[src/rtl/ipp_message_byte_parser_defines.svh]
// Assertion macros used by the IPP message byte parser module.
`ifndef IPP_MESSAGE_BYTE_PARSER_DEFINES_SVH
`define IPP_MESSAGE_BYTE_PARSER_DEFINES_SVH

// Same-cycle implication, disabled during reset.
`define IPP_ASSERT_NOW(label, clk, rst, ante, cons, msg) \
  label: assert property (@(posedge clk) disable iff (rst) (ante) |-> (cons)) else $error(msg);

// Next-cycle implication, disabled during reset.
`define IPP_ASSERT_NEXT(label, clk, rst, ante, cons, msg) \
  label: assert property (@(posedge clk) disable iff (rst) (ante) |=> (cons)) else $error(msg);

`endif

[src/rtl/ipp_pkg.sv]
// Types and constants for the IPP message byte parser.
package ipp_pkg;

  typedef enum logic [8:0] {
    PH_HDR  = 9'b000000001,
    PH_TAG  = 9'b000000010,
    PH_NLH  = 9'b000000100,
    PH_NLL  = 9'b000001000,
    PH_NAME = 9'b000010000,
    PH_VLH  = 9'b000100000,
    PH_VLL  = 9'b001000000,
    PH_VAL  = 9'b010000000,
    PH_DOC  = 9'b100000000
  } phase_t;

  typedef enum logic [3:0] {
    ROLE_VERSION = 4'd0,
    ROLE_OPCODE  = 4'd1,
    ROLE_REQID   = 4'd2,
    ROLE_GROUP   = 4'd3,
    ROLE_VTAG    = 4'd4,
    ROLE_NLEN    = 4'd5,
    ROLE_NAME    = 4'd6,
    ROLE_VLEN    = 4'd7,
    ROLE_VALUE   = 4'd8,
    ROLE_END     = 4'd9,
    ROLE_DOC     = 4'd10,
    ROLE_IGNORED = 4'd11
  } role_t;

  localparam logic [1:0] STAT_OK    = 2'd0;
  localparam logic [1:0] STAT_SHORT = 2'd1;
  localparam logic [1:0] STAT_TRUNC = 2'd2;

  localparam logic [7:0] TAG_END       = 8'h03;
  localparam logic [7:0] TAG_GRP_LO    = 8'h01;
  localparam logic [7:0] TAG_GRP_HI    = 8'h0F;
  localparam logic [3:0] TAG_OPERATION = 4'h1;
  localparam logic [2:0] HDR_LAST      = 3'd7;
  localparam logic [2:0] HDR_OP_HI     = 3'd1;
  localparam logic [2:0] HDR_ID_HI     = 3'd3;
  localparam logic [2:0] HDR_REQ_LO    = 3'd4;
  localparam logic [2:0] HDR_OP_LO     = 3'd2;

  typedef struct packed {
    phase_t      phase;
    logic [15:0] bytes_left;
    logic [31:0] word_accum;
    logic [2:0]  header_count;
    logic [3:0]  group_reg;
    logic [7:0]  tag_reg;
    logic        inherit_flag;
  } state_t;

  localparam state_t ST_RESET = '{
    phase:        PH_HDR,
    bytes_left:   16'd0,
    word_accum:   32'd0,
    header_count: 3'd0,
    group_reg:    4'd0,
    tag_reg:      8'd0,
    inherit_flag: 1'b0
  };

  typedef struct packed {
    role_t       role;
    logic [3:0]  group_now;
    logic [7:0]  attr_tag;
    logic        inherits_name;
    logic        field_done;
    logic [31:0] field_value;
    logic        attribute_done;
    logic [1:0]  parse_status;
  } res_t;

endpackage

[src/rtl/ipp_message_byte_parser.sv]
// A byte accepted into the input register has its result registered in the result register.
// Throughput: one byte per cycle while out_ready keeps up; the input register and the result register
// let a new byte enter while a finished result waits to be taken.
// Reset (rst, synchronous): clears both valid flags and returns the parser to the
// header phase with no group, no tag and empty accumulators.
// The parser also returns to that state by itself after each message's last byte.
`include "ipp_message_byte_parser_defines.svh"

module ipp_message_byte_parser import ipp_pkg::*; (
  input  logic        clk,
  input  logic        rst,
  input  logic        in_valid,
  output logic        in_ready,
  input  logic [7:0]  in_byte,
  input  logic        is_last,
  output logic        out_valid,
  input  logic        out_ready,
  output logic [3:0]  byte_role,
  output logic [7:0]  out_byte,
  output logic [3:0]  group_now,
  output logic [7:0]  attr_tag,
  output logic        inherits_name,
  output logic        field_done,
  output logic [31:0] field_value,
  output logic        attribute_done,
  output logic        message_end,
  output logic [1:0]  parse_status
);

  logic       s1_valid;
  logic [7:0] s1_byte;
  logic       s1_last;
  logic       adv;
  state_t     st;
  state_t     st_next;
  res_t       res;

  assign adv      = s1_valid && (!out_valid || out_ready);
  assign in_ready = !s1_valid || adv;

  always_ff @(posedge clk) begin
    if (rst) begin
      s1_valid <= 1'b0;
    end else if (in_valid && in_ready) begin
      s1_valid <= 1'b1;
    end else if (adv) begin
      s1_valid <= 1'b0;
    end
  end

  always_ff @(posedge clk) begin
    if (in_valid && in_ready) begin
      s1_byte <= in_byte;
      s1_last <= is_last;
    end
  end

  ipp_step u_step (
    .st      (st),
    .in_byte (s1_byte),
    .is_last (s1_last),
    .st_next (st_next),
    .res     (res)
  );

  always_ff @(posedge clk) begin
    if (rst) begin
      st <= ST_RESET;
    end else if (adv) begin
      st <= st_next;
    end
  end

  always_ff @(posedge clk) begin
    if (rst) begin
      out_valid <= 1'b0;
    end else if (adv) begin
      out_valid <= 1'b1;
    end else if (out_ready) begin
      out_valid <= 1'b0;
    end
  end

  always_ff @(posedge clk) begin
    if (adv) begin
      byte_role      <= res.role;
      out_byte       <= s1_byte;
      group_now      <= res.group_now;
      attr_tag       <= res.attr_tag;
      inherits_name  <= res.inherits_name;
      field_done     <= res.field_done;
      field_value    <= res.field_value;
      attribute_done <= res.attribute_done;
      message_end    <= s1_last;
      parse_status   <= res.parse_status;
    end
  end

  `IPP_ASSERT_NOW(a_value_only_when_done, clk, rst, out_valid && !field_done, field_value == 32'd0, "field_value set without field_done")
  `IPP_ASSERT_NOW(a_status_only_at_end, clk, rst, out_valid && !message_end, parse_status == STAT_OK, "parse_status set before message end")
  `IPP_ASSERT_NOW(a_attr_done_role, clk, rst, out_valid && attribute_done, byte_role == ROLE_VLEN || byte_role == ROLE_VALUE, "attribute completed on a byte that is not a value length or value byte")
  `IPP_ASSERT_NEXT(a_reset_after_last, clk, rst, adv && s1_last, st.phase == PH_HDR && st.group_reg == 4'd0 && st.header_count == 3'd0, "parser state not cleared after the last byte")

endmodule

[src/rtl/ipp_step.sv]
// Next-state and result logic for one message byte.
module ipp_step import ipp_pkg::*; (
  input  state_t     st,
  input  logic [7:0] in_byte,
  input  logic       is_last,
  output state_t     st_next,
  output res_t       res
);

  state_t      nxt;
  logic [15:0] len16;
  logic [15:0] left_dec;
  logic [31:0] hdr_acc;

  assign len16    = {st.word_accum[7:0], in_byte};
  assign left_dec = st.bytes_left - 16'd1;
  assign hdr_acc  = {st.word_accum[23:0], in_byte};

  always_comb begin
    nxt                = st;
    res.role           = ROLE_IGNORED;
    res.inherits_name  = 1'b0;
    res.field_done     = 1'b0;
    res.field_value    = 32'd0;
    res.attribute_done = 1'b0;
    unique case (st.phase)
      PH_TAG: begin
        if (in_byte == TAG_END) begin
          res.role  = ROLE_END;
          nxt.phase = PH_DOC;
        end else if (in_byte >= TAG_GRP_LO && in_byte <= TAG_GRP_HI) begin
          res.role      = ROLE_GROUP;
          nxt.group_reg = in_byte[3:0];
        end else begin
          res.role = ROLE_VTAG;
          if (st.group_reg == 4'd0) begin
            nxt.group_reg = TAG_OPERATION;
          end
          nxt.tag_reg      = in_byte;
          nxt.inherit_flag = 1'b0;
          nxt.phase        = PH_NLH;
        end
      end
      PH_NLH: begin
        res.role       = ROLE_NLEN;
        nxt.word_accum = {24'd0, in_byte};
        nxt.phase      = PH_NLL;
      end
      PH_NLL: begin
        res.role        = ROLE_NLEN;
        nxt.word_accum  = {16'd0, len16};
        res.field_done  = 1'b1;
        res.field_value = {16'd0, len16};
        if (len16 == 16'd0) begin
          nxt.inherit_flag = 1'b1;
          nxt.phase        = PH_VLH;
        end else begin
          nxt.inherit_flag = 1'b0;
          nxt.bytes_left   = len16;
          nxt.phase        = PH_NAME;
        end
        res.inherits_name = (len16 == 16'd0);
      end
      PH_NAME: begin
        res.role       = ROLE_NAME;
        nxt.bytes_left = left_dec;
        if (left_dec == 16'd0) begin
          nxt.phase = PH_VLH;
        end
      end
      PH_VLH: begin
        res.role          = ROLE_VLEN;
        res.inherits_name = st.inherit_flag;
        nxt.word_accum    = {24'd0, in_byte};
        nxt.phase         = PH_VLL;
      end
      PH_VLL: begin
        res.role          = ROLE_VLEN;
        res.inherits_name = st.inherit_flag;
        nxt.word_accum    = {16'd0, len16};
        res.field_done    = 1'b1;
        res.field_value   = {16'd0, len16};
        if (len16 == 16'd0) begin
          res.attribute_done = 1'b1;
          nxt.phase          = PH_TAG;
        end else begin
          nxt.bytes_left = len16;
          nxt.phase      = PH_VAL;
        end
      end
      PH_VAL: begin
        res.role          = ROLE_VALUE;
        res.inherits_name = st.inherit_flag;
        nxt.bytes_left    = left_dec;
        if (left_dec == 16'd0) begin
          res.attribute_done = 1'b1;
          nxt.phase          = PH_TAG;
        end
      end
      PH_DOC: begin
        res.role = ROLE_DOC;
      end
      PH_HDR: begin
        if (st.header_count < HDR_OP_LO) begin
          res.role = ROLE_VERSION;
        end else if (st.header_count < HDR_REQ_LO) begin
          res.role = ROLE_OPCODE;
        end else begin
          res.role = ROLE_REQID;
        end
        nxt.word_accum = hdr_acc;
        if (st.header_count == HDR_OP_HI || st.header_count == HDR_ID_HI) begin
          res.field_done  = 1'b1;
          res.field_value = {16'd0, hdr_acc[15:0]};
        end else if (st.header_count == HDR_LAST) begin
          res.field_done  = 1'b1;
          res.field_value = hdr_acc;
        end
        if (st.header_count == HDR_LAST) begin
          nxt.header_count = 3'd0;
          nxt.word_accum   = 32'd0;
          nxt.phase        = PH_TAG;
        end else begin
          nxt.header_count = st.header_count + 3'd1;
        end
      end
      default: begin
        nxt = ST_RESET;
      end
    endcase

    res.group_now = nxt.group_reg;
    res.attr_tag  = nxt.tag_reg;
    if (!is_last) begin
      res.parse_status = STAT_OK;
    end else if (nxt.phase == PH_HDR) begin
      res.parse_status = STAT_SHORT;
    end else if (nxt.phase == PH_TAG || nxt.phase == PH_DOC) begin
      res.parse_status = STAT_OK;
    end else begin
      res.parse_status = STAT_TRUNC;
    end

    st_next = is_last ? ST_RESET : nxt;
  end

endmodule

[config.mk]
export PLATFORM = sky130hd
export DESIGN_NAME = ipp_message_byte_parser
export DESIGN_NICKNAME = d
export VERILOG_FILES = /design/src/rtl/ipp_pkg.sv /design/src/rtl/ipp_message_byte_parser.sv /design/src/rtl/ipp_step.sv
export VERILOG_INCLUDE_DIRS = /design/src /design/src/rtl
export SDC_FILE = /design/constraint.sdc
export NUM_CORES = 1
export LEC_CHECK = 0
export CORE_MARGIN = 2
export CORE_UTILIZATION = 57
export CTS_CLUSTER_SIZE = 30
export DETAILED_ROUTE_END_ITERATION = 12
export DONT_BUFFER_PORTS = 1
export GPL_TIMING_DRIVEN = 0
export PLACE_DENSITY_LB_ADDON = 0.12
export SYNTH_ARGS = -nofsm -noshare
export SYNTH_HDL_FRONTEND = slang
export SYNTH_SLANG_ARGS = --single-unit
export TNS_END_PERCENT = 10
[constraint.sdc]
create_clock -name clk -period 3.8 [get_ports clk]
set_clock_uncertainty 0.05 [all_clocks]
set_input_delay 0.57 -clock clk [delete_from_list [all_inputs] [get_ports clk]]
set_output_delay 0.57 -clock clk [all_outputs]
set_load 0.01 [all_outputs]
Yosys cells after proc, flatten, opt, wreduce, memory -nomap -nowiden
Index checks and enable logic that the tools add are counted.
Storage, ports and cells
  word-level logic and storage cells: 121
  bits of input ports: 13
  bits in registers: 138
  output and inout port bits: 64
Cells by class
  eq/ne operators: 23
  magnitude comparators: 4
  reduce and logical (&&, ||, !) cells: 30
  bitwise operators: 1
  mux-type cells: 39
  $add $sub $neg: 2
Operators by type and width (count)
  32-bit case mux with 4 select lines: 1
  9-bit case mux with 9 select lines: 1
  73-bit 2-to-1 mux: 1
  33-bit 2-to-1 mux: 2
  33-bit case mux with 2 select lines: 1
  9-bit 2-to-1 mux: 6
  16-bit case mux with 3 select lines: 1
  16-bit zero test: 2
  32-bit 2-to-1 mux: 1
  4-bit case mux with 7 select lines: 1
  12-bit case mux with 2 select lines: 1
  9-bit by 1-bit equality test with 1-bit output, second input constant: 2
  9-bit by 2-bit equality test with 1-bit output, second input constant: 2
  9-bit equality test, second input constant: 2
  16-bit 2-to-1 mux: 1
  4-bit 2-to-1 mux: 4
  8-bit OR reduction: 2
  16-bit by 1-bit subtractor with 16-bit output, second input constant: 1
  13-bit 2-to-1 mux: 1
  2-bit OR reduction: 6
  9-bit by 3-bit equality test with 1-bit output, second input constant: 1
  9-bit by 4-bit equality test with 1-bit output, second input constant: 1
  9-bit by 5-bit equality test with 1-bit output, second input constant: 1
  9-bit by 6-bit equality test with 1-bit output, second input constant: 1
  34 further kinds: 56

Logic depth before layout (Yosys ltp)
  depth in word-level cells: 9
  gate-level depth with buffers: 9
  gate-level depth less buffers: 8

Hierarchy
Synthesis repeated with hierarchy kept, for this count alone.
Unflattened totals
  cell total of the unflattened synthesis: 793
  area total of the unflattened synthesis: 7920.1 µm²
Modules (own cells, without submodules)
  ipp_message_byte_parser: times used 1, seq. area each 3633.5 µm², cells an instance 397, area each 5500.3 µm²
  ipp_step: times used 1, seq. area each 0.0 µm², cells an instance 396, area each 2419.8 µm²

Least setup slack after synthesis
OpenSTA, ideal clock, no wires.
  path kind: input to register
  from: input port out_ready
  to: register, netlist name st[2]
  arrival time: 3.760 ns
  stages on the path: 7
  required time: 3.633 ns
  path slack: -0.126 ns
  path buffers: 1
  setup time: 0.117 ns
  cell sequence: nand2b_1 nand2_2 inv_1 clkbuf_1 nor2_1 a21o_1 a22o_1
Between the ends
  cells in the longest elaborated chain, start to end: 2
Ends and longest elaborated chain
  start: declaration: line ipp_message_byte_parser.sv:17  | input logic out_ready,
  1-bit logical OR: line ipp_message_byte_parser.sv:38  | assign adv = s1_valid && (!out_valid || out_ready);
  1-bit logical AND: line ipp_message_byte_parser.sv:38
  net adv: line ipp_message_byte_parser.sv:33  | logic adv;
The timed path passes the listed nets, and every way through them passes these cells.
A chain may end at the register's enable or synchronous reset.

Final worst setup path
  from: register s1_last
  to: register, netlist name st[34]
Between the ends
  cells in the longest elaborated chain, start to end: 2
  elaborated cells between the ends (all ways): 3
  classes of those cells: eq/ne: 1; mux: 1; reduce/logical: 1
Ends and longest elaborated chain
  start: declaration: line ipp_message_byte_parser.sv:32  | logic s1_last;
  start signal: assignment: line ipp_message_byte_parser.sv:54  | s1_last <= is_last;
  2-bit by 1-bit inequality test with 1-bit output (no line)
  2-bit AND reduction (no line)
Several ways; a longest one is shown, not always the timed one.

==> flow_metrics.env <==
export IMPL_fin_ws_ns=0.892
export IMPL_grt_max_degree=72
export IMPL_postCtsSetupRepairBufs=0
export IMPL_final_max_slew_viol_count=0
export IMPL_fin_tns_setup_ns=0
export IMPL_netlist_top_cells_count="edfxtp_1 (71), dfxtp_1 (67), nor2_1 (59), a22oi_1 (35)"
export IMPL_worstReg2RegStart="s1_last"
export IMPL_holdBufCountCts=0
export IMPL_ios=77
export IMPL_cp_top_family="simple AND/OR/NAND/NOR gates"
export IMPL_worstHoldPathCells=0
export IMPL_crit_buf_inv=0
export IMPL_drtPass1Iterations=9
export IMPL_fp_dieH_um=109
export IMPL_start_kind="register"
export IMPL_synth_top_family_by_area="simple AND/OR/NAND/NOR gates"
export IMPL_die_width_um=109
export IMPL_first_global_vias=4628
export IMPL_dieArea_sq_um=11800
export IMPL_relSlewSlack=0.270
export IMPL_cts_tree="built"
export IMPL_cts_root_buf="clkbuf_8"
export IMPL_cp_required_ns=4.21
export IMPL_ff2ff_setup_slack_ns=0.89
export IMPL_synth_warnings=0
export IMPL_ctsResizeCount=0
export IMPL_synth_edf_count=71
export IMPL_fmax_ghz=0.344
export IMPL_ys_types=67
export IMPL_num_rows=38
export IMPL_synthMostInstantiatedCell="edfxtp_1"
export IMPL_final_setup_viol_count=0
export IMPL_cts_path_max_buffers=2
export IMPL_synth_top_area_share=0.341
export IMPL_cts_sinks=138
export IMPL_gp_congestion=0.925
export IMPL_synth_top_cell_by_area="edfxtp_1"
export IMPL_diodes=0
export IMPL_drive_gt1_frac=0.106
export IMPL_period_share=0.765
export IMPL_core_area_sq_um=10700
export IMPL_nets=628
export IMPL_syn_num_nets=609
export IMPL_grt_overflow=0
export IMPL_arrival_ns=3.32
export IMPL_hold_viol=0
export IMPL_vdd_ir_drop_max_uv=257
export IMPL_ys_flop_type="edfxtp_1"
export IMPL_power_mw=3.37
export IMPL_synthMuxAreaShare=0
export IMPL_cts_buffers_inserted=17
export IMPL_crit_fanout=9
export IMPL_insertion_delay_ns=0.53
export IMPL_holdWs_ns=0.0832
export IMPL_r2r_cells=5
export IMPL_antenna_found_initial=0
export IMPL_gr_usage_all_layers=0.290
export IMPL_h_tree_depth=4
export IMPL_grt_pass1_wl_mm=25.4
export IMPL_endpoint_kind="register"
export IMPL_syn_to_final_growth_pct=11.9
export IMPL_synth_simple_gate_area_frac=0.201
export IMPL_outcome="finished clean"
export IMPL_initialDrtViolationCount=463
export IMPL_crit_chain="nor3_1 -> or4b_4 -> nor2_2 -> a22oi_1 -> nor2_1"
export IMPL_min_from="in_byte[2]"
export IMPL_whs_endpoint="s1_byte[2]"
export IMPL_clk_pin_slew_ns=0.06
export IMPL_syn_inst=590
export IMPL_hold_path_class="input port to register"
export IMPL_rsz0062_at_grt="false"
export IMPL_fin_crit_ns=2.91
export IMPL_path_class="register to register"
export IMPL_synthAdderAreaFrac=0.0120
export IMPL_p_leak_nw=2.54
export IMPL_maxCapViolCount=0
export IMPL_finalNonFillerCells=762
export IMPL_dpl_hpwl_mm=11.1
export IMPL_avgSynthCellArea_sq_um=10.6
export IMPL_via_per_inst=6.46
export IMPL_async_reset_ff_frac=0
export IMPL_cp_slowest_cell="nor3_1"
export IMPL_p_per_area_nw_per_um2=482
export IMPL_drc=0
export IMPL_syn_area_sq_um=6240
export IMPL_worst_r2r_endpoint="st[34]"
export IMPL_route_final_wire_length_mm=16.6
export IMPL_pre_cts_slack_ns=0.896
export IMPL_dp_cells=730
export IMPL_synth_compound_area_frac=0.171
export IMPL_synth_seq_cells=138
export IMPL_worst_slew_pin_slew_ns=1.09
export IMPL_yosysSeqAreaShare=0.556
export IMPL_num_vias=4919
export IMPL_port_buffers=0
export IMPL_wire_per_inst_um=21.8
export IMPL_max_stage_delay_ns=0.93
export IMPL_yosys_area_share_xor_xnor=0.0210
export IMPL_start_util=0.581
export IMPL_antenna_left=0
export IMPL_synth_area_leaders="edfxtp_1 (34%), dfxtp_1 (21%), a22oi_1 (4.2%)"
through the flow:
stage | utilization | cell area (sq um)
final | 0.650 | 6990
after global routing | 0.650 | 6990
after CTS | 0.650 | 6990
after detailed placement | 0.598 | 6420
after global placement | 0.598 | 6420
after floorplan | - | 6250
worst max-delay path by stage:
stage / from / endpoint / slack [ns] / cells past startpoint
6_report: s1_last / st[34] / 0.89 / 5
5_1_grt: s1_byte[2] / st[49] / 0.69 / 8
4_1_cts: s1_last / st[34] / 0.95 / 5
3_5_place_dp: out_ready / st[6] / 0.90 / 7
3_3_place_gp: out_ready / st[5] / 0.33 / 7
2_1_floorplan: out_ready / st[1] / 1.03 / 7
final cells by class:
| cell class | count | area, sq um |
|---|---|---|
| clock buffer | 19 | 422 |
| inverter | 13 | 48.8 |
| buffer | 35 | 193 |
| tap | 140 | 175 |
| fill | 879 | 3760 |
| sequential | 138 | 3470 |
| multi-input combinational | 404 | 2530 |
| clock inverter | 13 | 144 |
placed cells by master (no fill, tap or decap), types with 3 or more instances in the layout:
cell	instances
a21o_1	8
a21oi_1	29
a22o_1	17
a22oi_1	35
a31oi_1	6
and2_1	33
and3_1	5
and4b_1	3
buf_2	13
buf_6	5
clkbuf_1	17
clkbuf_16	16
clkinvlp_4	4
dfxtp_1	67
edfxtp_1	71
ha_1	6
inv_1	13
inv_6	4
nand2_1	33
nand2b_1	11
nand3_1	13
nand3b_1	4
nand4_1	8
nor2_1	59
nor2b_1	4
nor3_1	14
nor3b_1	3
nor4_1	10
o211ai_1	6
o21a_1	3
o21ai_0	22
o22ai_1	6
or3_1	5
or4_1	6
xnor2_1	5
xor2_1	10
registers in the layout (all words and copies together) (netlist names), 2 cells and up:
name / cells
byte_role: 4
attr_tag: 8
field_value: 32
st: 65
s1_byte: 8
out_byte: 8
group_now: 4
parse_status: 2
power breakdown:
group | leakage [nW] | switching (mW) | internal [mW] | total, mW
Sequential | 1.23 | 0.0480 | 1.61 | 1.65
Combinational | 1.04 | 0.0954 | 0.0322 | 0.128
Clock | 0.266 | 0.649 | 0.940 | 1.59
Total | 2.54 | 0.793 | 2.58 | 3.37
cells by family (layout without fill, tap and decap cells):
| family | Yosys count | after routing |
|---|---|---|
| compound gates | 154 | 154 |
| buf+inv | 48 | 80 |
| xor+xnor | 15 | 15 |
| fa+ha+maj | 6 | 6 |
| flops | 138 | 138 |
| simple gates | 229 | 229 |
routing by layer:
metal	track usage	vias up	share of wire
li1	-	2249	-
met1	0.384	2402	0.42
met2	0.458	228	0.48
met3	0.0538	40	0.065
met4	0.143	0	0.033
met5	0	-	0
Note: power is estimated with default switching activity, not from simulation.
